--- config.mk ---
export PLATFORM = sky130hd
export DESIGN_NAME = uart_frame_receiver_unit
export DESIGN_NICKNAME = d
export VERILOG_FILES = /design/src/rtl/ufr_pkg.sv /design/src/rtl/ufr_front.sv /design/src/rtl/ufr_cmd_fifo.sv /design/src/rtl/ufr_back.sv /design/src/rtl/uart_frame_receiver_unit.sv
export SDC_FILE = /design/constraint.sdc
export NUM_CORES = 1
export LEC_CHECK = 0
export BUFFER_PORTS_ARGS = -buffer_cell sky130_fd_sc_hd__buf_2
export CORE_ASPECT_RATIO = 0.75
export CORE_MARGIN = 2
export CORE_UTILIZATION = 53
export CTS_BUF_LIST = sky130_fd_sc_hd__clkbuf_8
export DETAILED_ROUTE_END_ITERATION = 10
export PLACE_DENSITY = 0.77
export SYNTH_ARGS = -nofsm -noshare
export SYNTH_HDL_FRONTEND = slang
export SYNTH_SLANG_ARGS = --single-unit
--- constraint.sdc ---
create_clock -name clk -period 6 [get_ports clk]
set_input_delay 1.5 -clock clk [delete_from_list [all_inputs] [get_ports clk]]
set_output_delay 1.5 -clock clk [all_outputs]
set_load 0.02 [all_outputs]
--- src/rtl/ufr_pkg.sv ---
// Shared types and constants for the frame receiver.
package ufr_pkg;

    // Payload buffer depth (bytes) and its address width
    localparam int PAYLOAD_DEPTH = 64;
    localparam int ADDR_W = (PAYLOAD_DEPTH > 1) ? $clog2(PAYLOAD_DEPTH) : 1;

    // Command queue depth
    localparam int QUEUE_DEPTH = 2;
    localparam int QPTR_W = $clog2(QUEUE_DEPTH);
    localparam int QCNT_W = $clog2(QUEUE_DEPTH + 1);

    // Configuration register indexes
    localparam logic REG_START_BYTE = 1'b0;
    localparam logic REG_END_BYTE   = 1'b1;

    localparam logic [7:0] START_BYTE_RST = 8'd170;
    localparam logic [7:0] END_BYTE_RST   = 8'd85;

    typedef enum logic [1:0] {
        ST_OK       = 2'd0,
        ST_SIZE_ERR = 2'd1,
        ST_SUM_ERR  = 2'd2,
        ST_END_ERR  = 2'd3
    } status_t;

    typedef enum logic [2:0] {
        PH_IDLE = 3'd0,
        PH_ID   = 3'd1,
        PH_SIZE = 3'd2,
        PH_DATA = 3'd3,
        PH_SUM  = 3'd4,
        PH_END  = 3'd5
    } phase_t;

    typedef enum logic [1:0] {
        BK_IDLE  = 2'd0,
        BK_FETCH = 2'd1,
        BK_PUT   = 2'd2
    } back_state_t;

    // Frame-end command from the parser to the read-out side
    typedef struct packed {
        status_t    status;
        logic [7:0] id;
        logic [6:0] count;
    } cmd_t;

    // Payload buffer write port
    typedef struct packed {
        logic              en;
        logic [ADDR_W-1:0] addr;
        logic [7:0]        data;
    } mem_wr_t;

    // Queue fill status
    typedef struct packed {
        logic empty;
        logic full;
    } q_stat_t;

    // One result word
    typedef struct packed {
        status_t    status;
        logic [7:0] id;
        logic [6:0] count;
        logic [5:0] index;
        logic [7:0] data;
        logic       last;
    } res_t;

endpackage

--- src/rtl/ufr_front.sv ---
// Frame parser: accepts received bytes, fills the payload buffer, queues frame ends.
module ufr_front (
    input  logic               clk,
    input  logic               rst_n,
    input  logic               in_valid,
    output logic               in_stall,
    input  logic [7:0]         rx_byte,
    input  logic               cfg_we,
    input  logic               cfg_index,
    input  logic [7:0]         cfg_data,
    input  ufr_pkg::q_stat_t   q_stat,
    input  logic               back_busy,
    output logic               push,
    output ufr_pkg::cmd_t      cmd,
    output ufr_pkg::mem_wr_t   mem_wr
);

    ufr_pkg::phase_t phase_reg, phase_next;
    logic [7:0] sum_reg, sum_next;
    logic [7:0] id_reg, id_next;
    logic [6:0] size_reg, size_next;
    logic [6:0] fill_reg, fill_next;
    logic [7:0] start_byte_reg, end_byte_reg;
    logic       accept;
    logic [6:0] fill_inc;

    // Hold input while the queue is full, or in the payload phase while the buffer is still owed to read-out
    assign in_stall = q_stat.full
                   || ((phase_reg == ufr_pkg::PH_DATA) && (back_busy || !q_stat.empty));
    assign accept   = in_valid && !in_stall;
    assign fill_inc = fill_reg + 7'd1;

    always_ff @(posedge clk or negedge rst_n)
    begin
        if (!rst_n)
        begin
            start_byte_reg <= ufr_pkg::START_BYTE_RST;
            end_byte_reg   <= ufr_pkg::END_BYTE_RST;
        end
        else if (cfg_we)
        begin
            unique case (cfg_index)
                ufr_pkg::REG_START_BYTE: start_byte_reg <= cfg_data;
                ufr_pkg::REG_END_BYTE:   end_byte_reg   <= cfg_data;
                default: ;
            endcase
        end
    end

    // Next phase
    always_comb
    begin
        phase_next = phase_reg;
        if (accept)
        begin
            unique case (phase_reg)
                ufr_pkg::PH_ID:   phase_next = ufr_pkg::PH_SIZE;
                ufr_pkg::PH_SIZE:
                begin
                    if (rx_byte > 8'(ufr_pkg::PAYLOAD_DEPTH))
                        phase_next = ufr_pkg::PH_IDLE;
                    else if (rx_byte == 8'd0)
                        phase_next = ufr_pkg::PH_SUM;
                    else
                        phase_next = ufr_pkg::PH_DATA;
                end
                ufr_pkg::PH_DATA:
                begin
                    if (fill_inc >= size_reg)
                        phase_next = ufr_pkg::PH_SUM;
                end
                ufr_pkg::PH_SUM:
                begin
                    phase_next = (rx_byte == sum_reg) ? ufr_pkg::PH_END : ufr_pkg::PH_IDLE;
                end
                ufr_pkg::PH_END:  phase_next = ufr_pkg::PH_IDLE;
                default:
                begin
                    phase_next = (rx_byte == start_byte_reg) ? ufr_pkg::PH_ID
                                                             : ufr_pkg::PH_IDLE;
                end
            endcase
        end
    end

    // Datapath and outputs
    always_comb
    begin
        sum_next    = sum_reg;
        id_next     = id_reg;
        size_next   = size_reg;
        fill_next   = fill_reg;
        push        = 1'b0;
        cmd.status  = ufr_pkg::ST_OK;
        cmd.id      = id_reg;
        cmd.count   = size_reg;
        mem_wr.en   = 1'b0;
        mem_wr.addr = fill_reg[ufr_pkg::ADDR_W-1:0];
        mem_wr.data = rx_byte;
        if (accept)
        begin
            unique case (phase_reg)
                ufr_pkg::PH_ID:
                begin
                    id_next  = rx_byte;
                    sum_next = rx_byte;
                end
                ufr_pkg::PH_SIZE:
                begin
                    if (rx_byte > 8'(ufr_pkg::PAYLOAD_DEPTH))
                    begin
                        push       = 1'b1;
                        cmd.status = ufr_pkg::ST_SIZE_ERR;
                        cmd.count  = 7'd0;
                    end
                    else
                    begin
                        size_next = rx_byte[6:0];
                        sum_next  = sum_reg + rx_byte;
                    end
                end
                ufr_pkg::PH_DATA:
                begin
                    mem_wr.en = (fill_reg < 7'(ufr_pkg::PAYLOAD_DEPTH));
                    sum_next  = sum_reg + rx_byte;
                    fill_next = fill_inc;
                end
                ufr_pkg::PH_SUM:
                begin
                    if (rx_byte != sum_reg)
                    begin
                        push       = 1'b1;
                        cmd.status = ufr_pkg::ST_SUM_ERR;
                    end
                end
                ufr_pkg::PH_END:
                begin
                    push       = 1'b1;
                    cmd.status = (rx_byte != end_byte_reg) ? ufr_pkg::ST_END_ERR
                                                           : ufr_pkg::ST_OK;
                end
                default:
                begin
                    if (rx_byte == start_byte_reg)
                    begin
                        sum_next  = 8'd0;
                        fill_next = 7'd0;
                    end
                end
            endcase
        end
    end

    always_ff @(posedge clk or negedge rst_n)
    begin
        if (!rst_n)
        begin
            phase_reg <= ufr_pkg::PH_IDLE;
            sum_reg   <= 8'd0;
            id_reg    <= 8'd0;
            size_reg  <= 7'd0;
            fill_reg  <= 7'd0;
        end
        else
        begin
            phase_reg <= phase_next;
            sum_reg   <= sum_next;
            id_reg    <= id_next;
            size_reg  <= size_next;
            fill_reg  <= fill_next;
        end
    end

endmodule

--- src/rtl/ufr_cmd_fifo.sv ---
// Short queue of frame-end commands between parser and read-out.
module ufr_cmd_fifo (
    input  logic             clk,
    input  logic             rst_n,
    input  logic             push,
    input  ufr_pkg::cmd_t    push_cmd,
    input  logic             pop,
    output ufr_pkg::cmd_t    head,
    output ufr_pkg::q_stat_t q_stat
);

    ufr_pkg::cmd_t                entry_reg [ufr_pkg::QUEUE_DEPTH];
    logic [ufr_pkg::QPTR_W-1:0]   wr_ptr_reg, rd_ptr_reg;
    logic [ufr_pkg::QCNT_W-1:0]   count_reg;
    logic                         do_push, do_pop;

    assign q_stat.empty = (count_reg == '0);
    assign q_stat.full  = (count_reg == ufr_pkg::QCNT_W'(ufr_pkg::QUEUE_DEPTH));
    assign do_push      = push && !q_stat.full;
    assign do_pop       = pop && !q_stat.empty;
    assign head         = entry_reg[rd_ptr_reg];

    always_ff @(posedge clk)
    begin
        if (do_push)
            entry_reg[wr_ptr_reg] <= push_cmd;
    end

    always_ff @(posedge clk or negedge rst_n)
    begin
        if (!rst_n)
        begin
            wr_ptr_reg <= '0;
            rd_ptr_reg <= '0;
            count_reg  <= '0;
        end
        else
        begin
            if (do_push)
                wr_ptr_reg <= wr_ptr_reg + 1'b1;
            if (do_pop)
                rd_ptr_reg <= rd_ptr_reg + 1'b1;
            if (do_push && !do_pop)
                count_reg <= count_reg + 1'b1;
            else if (do_pop && !do_push)
                count_reg <= count_reg - 1'b1;
        end
    end

endmodule

--- src/rtl/ufr_back.sv ---
// Read-out side: holds the payload buffer and turns frame-end commands into result words.
module ufr_back (
    input  logic              clk,
    input  logic              rst_n,
    input  ufr_pkg::mem_wr_t  mem_wr,
    input  ufr_pkg::cmd_t     head,
    input  ufr_pkg::q_stat_t  q_stat,
    output logic              pop,
    output logic              back_busy,
    output logic              out_valid,
    input  logic              out_stall,
    output ufr_pkg::res_t     res
);

    logic [7:0] mem [ufr_pkg::PAYLOAD_DEPTH];
    logic [7:0] rd_data_reg;

    ufr_pkg::back_state_t        state_reg, state_next;
    ufr_pkg::cmd_t               cmd_reg, cmd_next;
    logic [ufr_pkg::ADDR_W-1:0]  k_reg, k_next;
    logic                        out_valid_reg, out_valid_next;
    ufr_pkg::res_t               res_reg, res_next;
    logic                        out_free, head_single, k_last, load;

    assign out_free    = !out_valid_reg || !out_stall;
    assign head_single = (head.status != ufr_pkg::ST_OK) || (head.count == 7'd0);
    assign k_last      = ((7'(k_reg) + 7'd1) == cmd_reg.count);
    assign back_busy   = (state_reg != ufr_pkg::BK_IDLE);
    assign out_valid   = out_valid_reg;
    assign res         = res_reg;

    always_ff @(posedge clk)
    begin
        if (mem_wr.en)
            mem[mem_wr.addr] <= mem_wr.data;
        rd_data_reg <= mem[k_reg];
    end

    // Next state
    always_comb
    begin
        state_next = state_reg;
        unique case (state_reg)
            ufr_pkg::BK_IDLE:
            begin
                if (!q_stat.empty && out_free && !head_single)
                    state_next = ufr_pkg::BK_FETCH;
            end
            ufr_pkg::BK_FETCH: state_next = ufr_pkg::BK_PUT;
            ufr_pkg::BK_PUT:
            begin
                if (out_free)
                    state_next = k_last ? ufr_pkg::BK_IDLE : ufr_pkg::BK_FETCH;
            end
            default: state_next = ufr_pkg::BK_IDLE;
        endcase
    end

    // Outputs and datapath
    always_comb
    begin
        pop      = 1'b0;
        load     = 1'b0;
        cmd_next = cmd_reg;
        k_next   = k_reg;
        res_next = res_reg;
        unique case (state_reg)
            ufr_pkg::BK_IDLE:
            begin
                if (!q_stat.empty && out_free)
                begin
                    pop      = 1'b1;
                    cmd_next = head;
                    k_next   = '0;
                    if (head_single)
                    begin
                        load           = 1'b1;
                        res_next.status = head.status;
                        res_next.id     = head.id;
                        res_next.count  = head.count;
                        res_next.index  = 6'd0;
                        res_next.data   = 8'd0;
                        res_next.last   = 1'b1;
                    end
                end
            end
            ufr_pkg::BK_PUT:
            begin
                if (out_free)
                begin
                    load            = 1'b1;
                    res_next.status = ufr_pkg::ST_OK;
                    res_next.id     = cmd_reg.id;
                    res_next.count  = cmd_reg.count;
                    res_next.index  = 6'(k_reg);
                    res_next.data   = rd_data_reg;
                    res_next.last   = k_last;
                    k_next          = k_reg + 1'b1;
                end
            end
            default: ;
        endcase
        if (load)
            out_valid_next = 1'b1;
        else if (out_free)
            out_valid_next = 1'b0;
        else
            out_valid_next = out_valid_reg;
    end

    always_ff @(posedge clk or negedge rst_n)
    begin
        if (!rst_n)
        begin
            state_reg     <= ufr_pkg::BK_IDLE;
            out_valid_reg <= 1'b0;
        end
        else
        begin
            state_reg     <= state_next;
            out_valid_reg <= out_valid_next;
        end
    end

    always_ff @(posedge clk)
    begin
        cmd_reg <= cmd_next;
        k_reg   <= k_next;
        res_reg <= res_next;
    end

endmodule

--- src/rtl/uart_frame_receiver_unit.sv ---
// Top level of the framed byte-stream receiver.
//
// Input channel: one received byte per word on rx_byte, taken at a clock edge
// with in_valid high and in_stall low. Frames are start, id, size, payload,
// checksum, end; bytes outside a frame are dropped.
// Output channel: result words (status, frame_id, payload_count, byte_index,
// payload_byte, last), taken when out_valid is high and out_stall low.
// A frame error gives one word; a good frame gives one word per payload byte
// (or one word for an empty payload), with last set on the final word.
// Configuration: cfg_we writes cfg_data to start byte (index 0) or end byte
// (index 1); write only while the block is idle.
// Throughput: one input byte per cycle while parsing and in_stall is low.
// Read-out makes each payload word by a buffer read, then an output register
// load; a single-word result is loaded from the queue head with no buffer read.
// The input holds (in_stall) when the two-entry command queue is full, and when
// payload bytes of a new frame arrive while an earlier frame is still queued or
// being read out of the shared buffer. When out_stall is high while out_valid is
// high, the output word holds and read-out pauses. Reset returns to waiting for a
// start byte, empties the queue and restores the default start and end bytes.
module uart_frame_receiver_unit (
    input  logic       clk,
    input  logic       rst_n,
    input  logic       in_valid,
    output logic       in_stall,
    input  logic [7:0] rx_byte,
    output logic       out_valid,
    input  logic       out_stall,
    output logic [1:0] status,
    output logic [7:0] frame_id,
    output logic [6:0] payload_count,
    output logic [5:0] byte_index,
    output logic [7:0] payload_byte,
    output logic       last,
    input  logic       cfg_we,
    input  logic       cfg_index,
    input  logic [7:0] cfg_data
);

    ufr_pkg::q_stat_t q_stat;
    ufr_pkg::cmd_t    push_cmd;
    ufr_pkg::cmd_t    head;
    ufr_pkg::mem_wr_t mem_wr;
    ufr_pkg::res_t    res;
    logic             push;
    logic             pop;
    logic             back_busy;

    // Parse bytes and fill the buffer
    ufr_front u_front (
        .clk       (clk),
        .rst_n     (rst_n),
        .in_valid  (in_valid),
        .in_stall  (in_stall),
        .rx_byte   (rx_byte),
        .cfg_we    (cfg_we),
        .cfg_index (cfg_index),
        .cfg_data  (cfg_data),
        .q_stat    (q_stat),
        .back_busy (back_busy),
        .push      (push),
        .cmd       (push_cmd),
        .mem_wr    (mem_wr)
    );

    // Decouple frame ends from read-out
    ufr_cmd_fifo u_fifo (
        .clk      (clk),
        .rst_n    (rst_n),
        .push     (push),
        .push_cmd (push_cmd),
        .pop      (pop),
        .head     (head),
        .q_stat   (q_stat)
    );

    // Emit result words
    ufr_back u_back (
        .clk       (clk),
        .rst_n     (rst_n),
        .mem_wr    (mem_wr),
        .head      (head),
        .q_stat    (q_stat),
        .pop       (pop),
        .back_busy (back_busy),
        .out_valid (out_valid),
        .out_stall (out_stall),
        .res       (res)
    );

    assign status        = res.status;
    assign frame_id      = res.id;
    assign payload_count = res.count;
    assign byte_index    = res.index;
    assign payload_byte  = res.data;
    assign last          = res.last;

endmodule

### Word level (Yosys, flattened, before mapping)

Memory sizes are Yosys's and may differ from the RTL's. A register that Yosys moved wholly into a read port is not among the register bits.
Index checks and enable logic that the tools add are counted.
Widths: inputs -> output; s select.

| operators by class | value |
|---|---|
| multiplexer cells | 50 |
| bitwise operators | 4 |
| add/subtract/negate cells | 8 |
| order comparisons | 3 |
| reductions and logical operators | 44 |
| eq/ne operators | 19 |

Operator list:

| cell | count |
|---|---|
| $mux 32 | 3 |
| $pmux 32 s2 | 1 |
| $pmux 8 s4 | 1 |
| $mux 7 | 4 |
| $mux 1 | 19 |
| $eq 8x8->1 | 2 |
| $mux 8 | 2 |
| $ne 8x8->1 | 2 |
| $pmux 3 s5 | 1 |
| $mux 2 | 7 |
| $pmux 7 s2 | 1 |
| $mux 3 | 4 |
| $mux 6 | 2 |
| $pmux 2 s3 | 2 |
| $pmux 6 s2 | 1 |
| $reduce_and 2->1 | 6 |
| $reduce_bool 2->1 | 6 |
| $reduce_and 3->1 | 3 |
| $add 8x8->8 | 1 |
| $gt 8x7->1 const B | 1 |
| $logic_and 1x1->1 | 8 |
| $logic_not 1->1 | 8 |
| $logic_not 8->1 | 1 |
| $ne 2x1->1 const B | 4 |
| 25 further kinds | 38 |

| storage, ports and cells | value |
|---|---|
| memories | 2 |
| output and inout bits | 34 |
| register bits after elaboration | 109 |
| memory bits (writable) | 546 |
| word-level logic and storage cells | 151 |

Memories:

| name | words | bits a word | read ports | clocked after Yosys merged registers in | wr ports | RTL line | text |
|---|---|---|---|---|---|---|---|
| u_back.mem | 64 | 8 | 1 | 1 | 1 | ufr_back.sv:15 | `logic [7:0] mem [ufr_pkg::PAYLOAD_DEPTH];` |
| u_fifo.entry_reg | 2 | 17 | 1 | 0 | 1 | ufr_cmd_fifo.sv:12 | `ufr_pkg::cmd_t entry_reg [ufr_pkg::QUEUE_DEPTH];` |

### Logic depth before layout (Yosys ltp)

| logic depth | value |
|---|---|
| word-level depth | 13 |
| depth in mapped cells | 10 |
| mapped depth without buffers | 9 |

### Modules after synthesis

From an unflattened synthesis, not the netlist that was laid out.

| unflattened totals | value |
|---|---|
| cell total of the unflattened synthesis | 1470 |
| area total of the unflattened synthesis | 27022.2 µm² |

Modules (own cells, without submodules):

| module | area each (µm²) | instances | cells an instance |
|---|---|---|---|
| ufr_back | 22346.4 | 1 | 1088 |
| ufr_front | 3201.8 | 1 | 310 |
| ufr_cmd_fifo | 1473.9 | 1 | 72 |

### Least setup slack after synthesis

No wires, ideal clock.

| path | value |
|---|---|
| path kind | input-to-reg |
| from | input out_stall |
| to | register u_back.res_reg (netlist bit u_back.res[0]), enable pin |
| slack | -0.252 ns |
| setup time | 0.461 ns |
| required time | 5.539 ns |
| cell stages on the path | 4 |
| arrival | 5.791 ns |
| cell sequence | and2_1 > nor4_1 > a21oi_1 > nor3_1 |

| between the ends | value |
|---|---|
| cells in the longest elaborated chain, start to end | 5 |
| elaborated cells between the ends (all ways) | 6 |
| classes of those cells | eq/ne (2); reduce/logical (4) |

RTL lines:

| element | RTL line | text |
|---|---|---|
| from (decl) | uart_frame_receiver_unit.sv:27 | `input logic out_stall,` |
| $logic_not 1->1 * | ufr_back.sv:25 | `assign out_free = !out_valid_reg \|\| !out_stall;` |
| $logic_or 1x1->1 * | ufr_back.sv:25 |  |
| $logic_and 1x1->1 | ufr_back.sv:70 | `if (!q_stat.empty && out_free)` |
| $ne 2x1->1 (no source line) | - |  |
| $reduce_and 4->1 (no source line) * | - |  |
| to (signal assigned) | ufr_back.sv:129 | `res_reg <= res_next;` |
| to (decl) | ufr_back.sv:22 | `ufr_pkg::res_t res_reg, res_next;` |

Every way passes the cells marked *; elsewhere a longest branch is shown, timed or not.
A chain may end at the register's enable or synchronous reset.

### Final worst setup path

| path | value |
|---|---|
| from | register u_front.phase_reg[1] |
| to | output in_stall |

| between the ends | value |
|---|---|
| cells in the longest elaborated chain, start to end | 3 |

RTL lines:

| element | RTL line | text |
|---|---|---|
| from (decl) | ufr_front.sv:18 | `ufr_pkg::phase_t phase_reg, phase_next;` |
| from (signal assigned) | ufr_front.sv:158 | `phase_reg <= ufr_pkg::PH_IDLE;` |
| from (signal assigned) | ufr_front.sv:166 | `phase_reg <= phase_next;` |
| $eq 3x2->1 | ufr_front.sv:29 | `\|\| ((phase_reg == ufr_pkg::PH_DATA) && (back_busy \|\| !q_stat.empty));` |
| $logic_and 1x1->1 | ufr_front.sv:29 |  |
| $logic_or 1x1->1 | ufr_front.sv:29 |  |
| to (decl) | uart_frame_receiver_unit.sv:24 | `output logic in_stall,` |

Every way passes these cells.

==> impl_metrics.json <==
{
  "status": "completed",
  "synth-edff-count": 599,
  "synth_ff_type": "edfxtp_1",
  "hold_path_class": "flip-flop to flip-flop",
  "wl_per_cell_um": 25.6,
  "setup_viol": 0,
  "grtUsageMet2_pct": 33.0,
  "cts_buffers": 94,
  "placed_area_sq_um": 27600,
  "critPathArrivalTime_ns": 2.45,
  "grt_pass1_wl_mm": 86.3,
  "synthArstFlopShare_pct": 8.45,
  "via_count": 13700,
  "r2r_cells": 6,
  "synth_top_area_share_pct": 67.6,
  "grt_max_degree": 89,
  "hold_buffers": 0,
  "layout_commonest_cell": "edfxtp_1",
  "skew_ns": 0.0232,
  "fmax_ghz": 0.253,
  "grt_use_met3_pct": 5.76,
  "io_buffer_count": 55,
  "largest_register_ffs": 512,
  "drive_above_1_share_pct": 27.2,
  "wl_mm": 57.1,
  "path_class": "flip-flop to output pin",
  "dieWidth_um": 263,
  "drtIter0Drc": 1607,
  "postSynthCellCount": 1399,
  "antenna_found_initial": 0,
  "ys_seq_elements": 663,
  "p_sw_share_pct": 31.1,
  "fin_crit_sh_pct": 65.8,
  "path_cells": "nor2b_1, nand2_1, o22ai_1, buf_2",
  "netlist.top_cell.by_area": "edfxtp_1",
  "hold-worst-slack_ns": 0.464,
  "p_comb_share_pct": 28.4,
  "grt_pass1_vias": 13600,
  "seq_area_frac_synth_pct": 73.5,
  "die_h_um": 198,
  "intPower_mw": 9.00,
  "synth_area_leaders": "edfxtp_1 68%, mux4_2 13%, dfrtp_1 4.5%, mux2_2 2.5%, nor2_1 2.1%",
  "min_period_ns": 3.95,
  "hpwl_mm": 35.3,
  "track_usage_pct": 22.5,
  "ys_warn_count": 0,
  "slowest_delay_ns": 0.56,
  "leakage_nw": 9.67,
  "cts_tree": "yes",
  "max_cap_viol_count": 0,
  "seq_power_share_pct": 45.0,
  "grt_util_met1_pct": 34.0,
  "h-tree-depth": 3,
  "syn_to_final_growth_pct": 10.5,
  "slew_headroom_pct": 30.0,
  "cp.required_ns": 4.50,
  "die_area_sq_um": 52000,
  "peakVddDrop_uv": 407,
  "synth_cell_types": 58,
  "p_total_mw": 13.1,
  "vias_per_cell": 6.12,
  "cts_buffer_depth": 3,
  "busiest_layer": "met1",
  "clk_latency_ns": 0.68,
  "n_antenna_cell": 0,
  "cellPowerDensity_nw_per_um2": 444,
  "tightestPinTransition_ns": 1.05,
  "stdcell_area_sq_um": 29400,
  "slowest_stage": "nor2b_1",
  "power.switching_mw": 4.07,
  "cts.sinks": 663,
  "postCtsSetupBuffers": 0,
  "hold_depth": 0,
  "ff2ff_setup_slack_ns": 2.51,
  "end_kind": "output pin",
  "cts_resized": 0,
  "final_cell_mix": "599 x edfxtp_1, 152 x mux4_2, 149 x nor2_1, 101 x clkbuf_8, 59 x mux2_2",
  "final_antenna_net_count": 0,
  "hold_viol": 0,
  "first_pass_iters": 5,
  "cp-start-kind": "flip-flop",
  "power_frac_clock_pct": 26.6,
  "clock-root-buffer": "clkbuf_8",
  "slew_viol_final": 0,
  "core_area_sq_um": 49800,
  "syn-num-nets": 1439,
  "clk_pin_slew_ns": 0.06,
  "cp_max_fo": 11,
  "overflow": 0,
  "rows": 71,
  "start_util_pct": 53.4,
  "io_pins": 56,
  "synth.avg_cell_area_sq_um": 19.0,
  "drc_errors": 0,
  "rsz0062_at_grt": "no",
  "gp_congestion": 0.830,
  "syn_area_sq_um": 26600,
  "nNetsFinal": 1540,
  "fin_setup_tns_ns": 0
}
[routing by layer]
metal	up-vias	part of all wire (%)
met5	-	0
met4	0	1.8
met3	88	9.9
met2	754	46
met1	7040	43
li1	5792	-
[logic make-up (layout without fill, tap and decap cells)]
kind of cell / Yosys count / count (layout) / synth area share [%]
buffers and inverters: 89 / 269 / 1.51
adder cells (fa/ha/maj): 18 / 18 / 0.875
flip-flops: 663 / 663 / 73.5
AO/OA/AOI/OAI: 96 / 96 / 2.41
multiplexers: 217 / 217 / 15.6
AND/OR/NAND/NOR: 276 / 276 / 4.78
XOR/XNOR: 40 / 40 / 1.32
[power by group through the flow]
stage                     Sequential (mW)  Combinational [mW]  Clock, mW
after floorplan                      5.95                2.62          0
after global placement               5.95                3.64          0
after detailed placement             5.97                3.70          0
after CTS                            5.88                3.72       3.52
after global routing                 5.92                3.97       3.73
final                                5.88                3.71       3.47
[worst paths after layout]
| path | endpoint | from |
|---|---|---|
| min reg2reg | u_fifo.entry_reg[0][14] | u_front.id_reg[7] |
| max reg2reg | u_back.mem[53][2] | u_front.phase_reg[2] |
| min in group asynchronous | u_front.start_byte_reg[6] | rst_n |
| max in group asynchronous | u_front.fill_reg[5] | rst_n |
| max | in_stall | u_front.phase_reg[1] |
| min | u_fifo.entry_reg[0][14] | u_front.id_reg[7] |
[worst max-delay path: cells and delay by family (launching register included)]
| kind | cells | cell delay [ns] |
|---|---|---|
| and+or+nand+nor | 2 | 0.81 |
| DFF | 1 | 0.53 |
| AOI/OAI and AO/OA | 1 | 0.24 |
| buffers and inverters | 1 | 0.21 |
[synthesized netlist by cell type (all sizes together) (3+ instances only)]
cell and n:
edfxtp 599, mux4 152, nor2 149, mux2 59, dfrtp 48, buf 39, clkbuf 32, nand2 30
xnor2 28, and2 24, a21oi 21, inv 18, ha 17, nand3 14, o21ai 14, nor3 13
xor2 12, a31oi 11, o22ai 10, a22oi 9, dfstp 8, dfxtp 8, nand2b 7, nand4 7
mux2i 6, nor2b 6, nor4 6, a22o 5, or3 5, o211ai 4, o21a 4, a21boi 3
or2 3
[final cells by class]
cell class | instances | area (sq um)
Tap cell | 657 | 822
Timing Repair Buffer | 76 | 445
Sequential cell | 663 | 19600
Clock buffer | 101 | 1390
Inverter | 18 | 67.6
Multi-Input combinational cell | 647 | 6660
Clock inverter | 74 | 459
Fill cell | 3507 | 20400
[metrics by stage]
| step | setup slack (ns) | instances | util (%) |
|---|---|---|---|
| 2_1_floorplan | 0.678 | 1399 | - |
| 3_3_place_gp | 1.90 | 2061 | 55.3 |
| 3_5_place_dp | 1.80 | 2061 | 55.3 |
| 4_1_cts | 2.07 | 2236 | 59.0 |
| 5_1_grt | 1.87 | 2236 | 59.0 |
| 6_report | 2.05 | 2236 | 59.0 |
No activity file was read; power rests on OpenSTA's default activity.
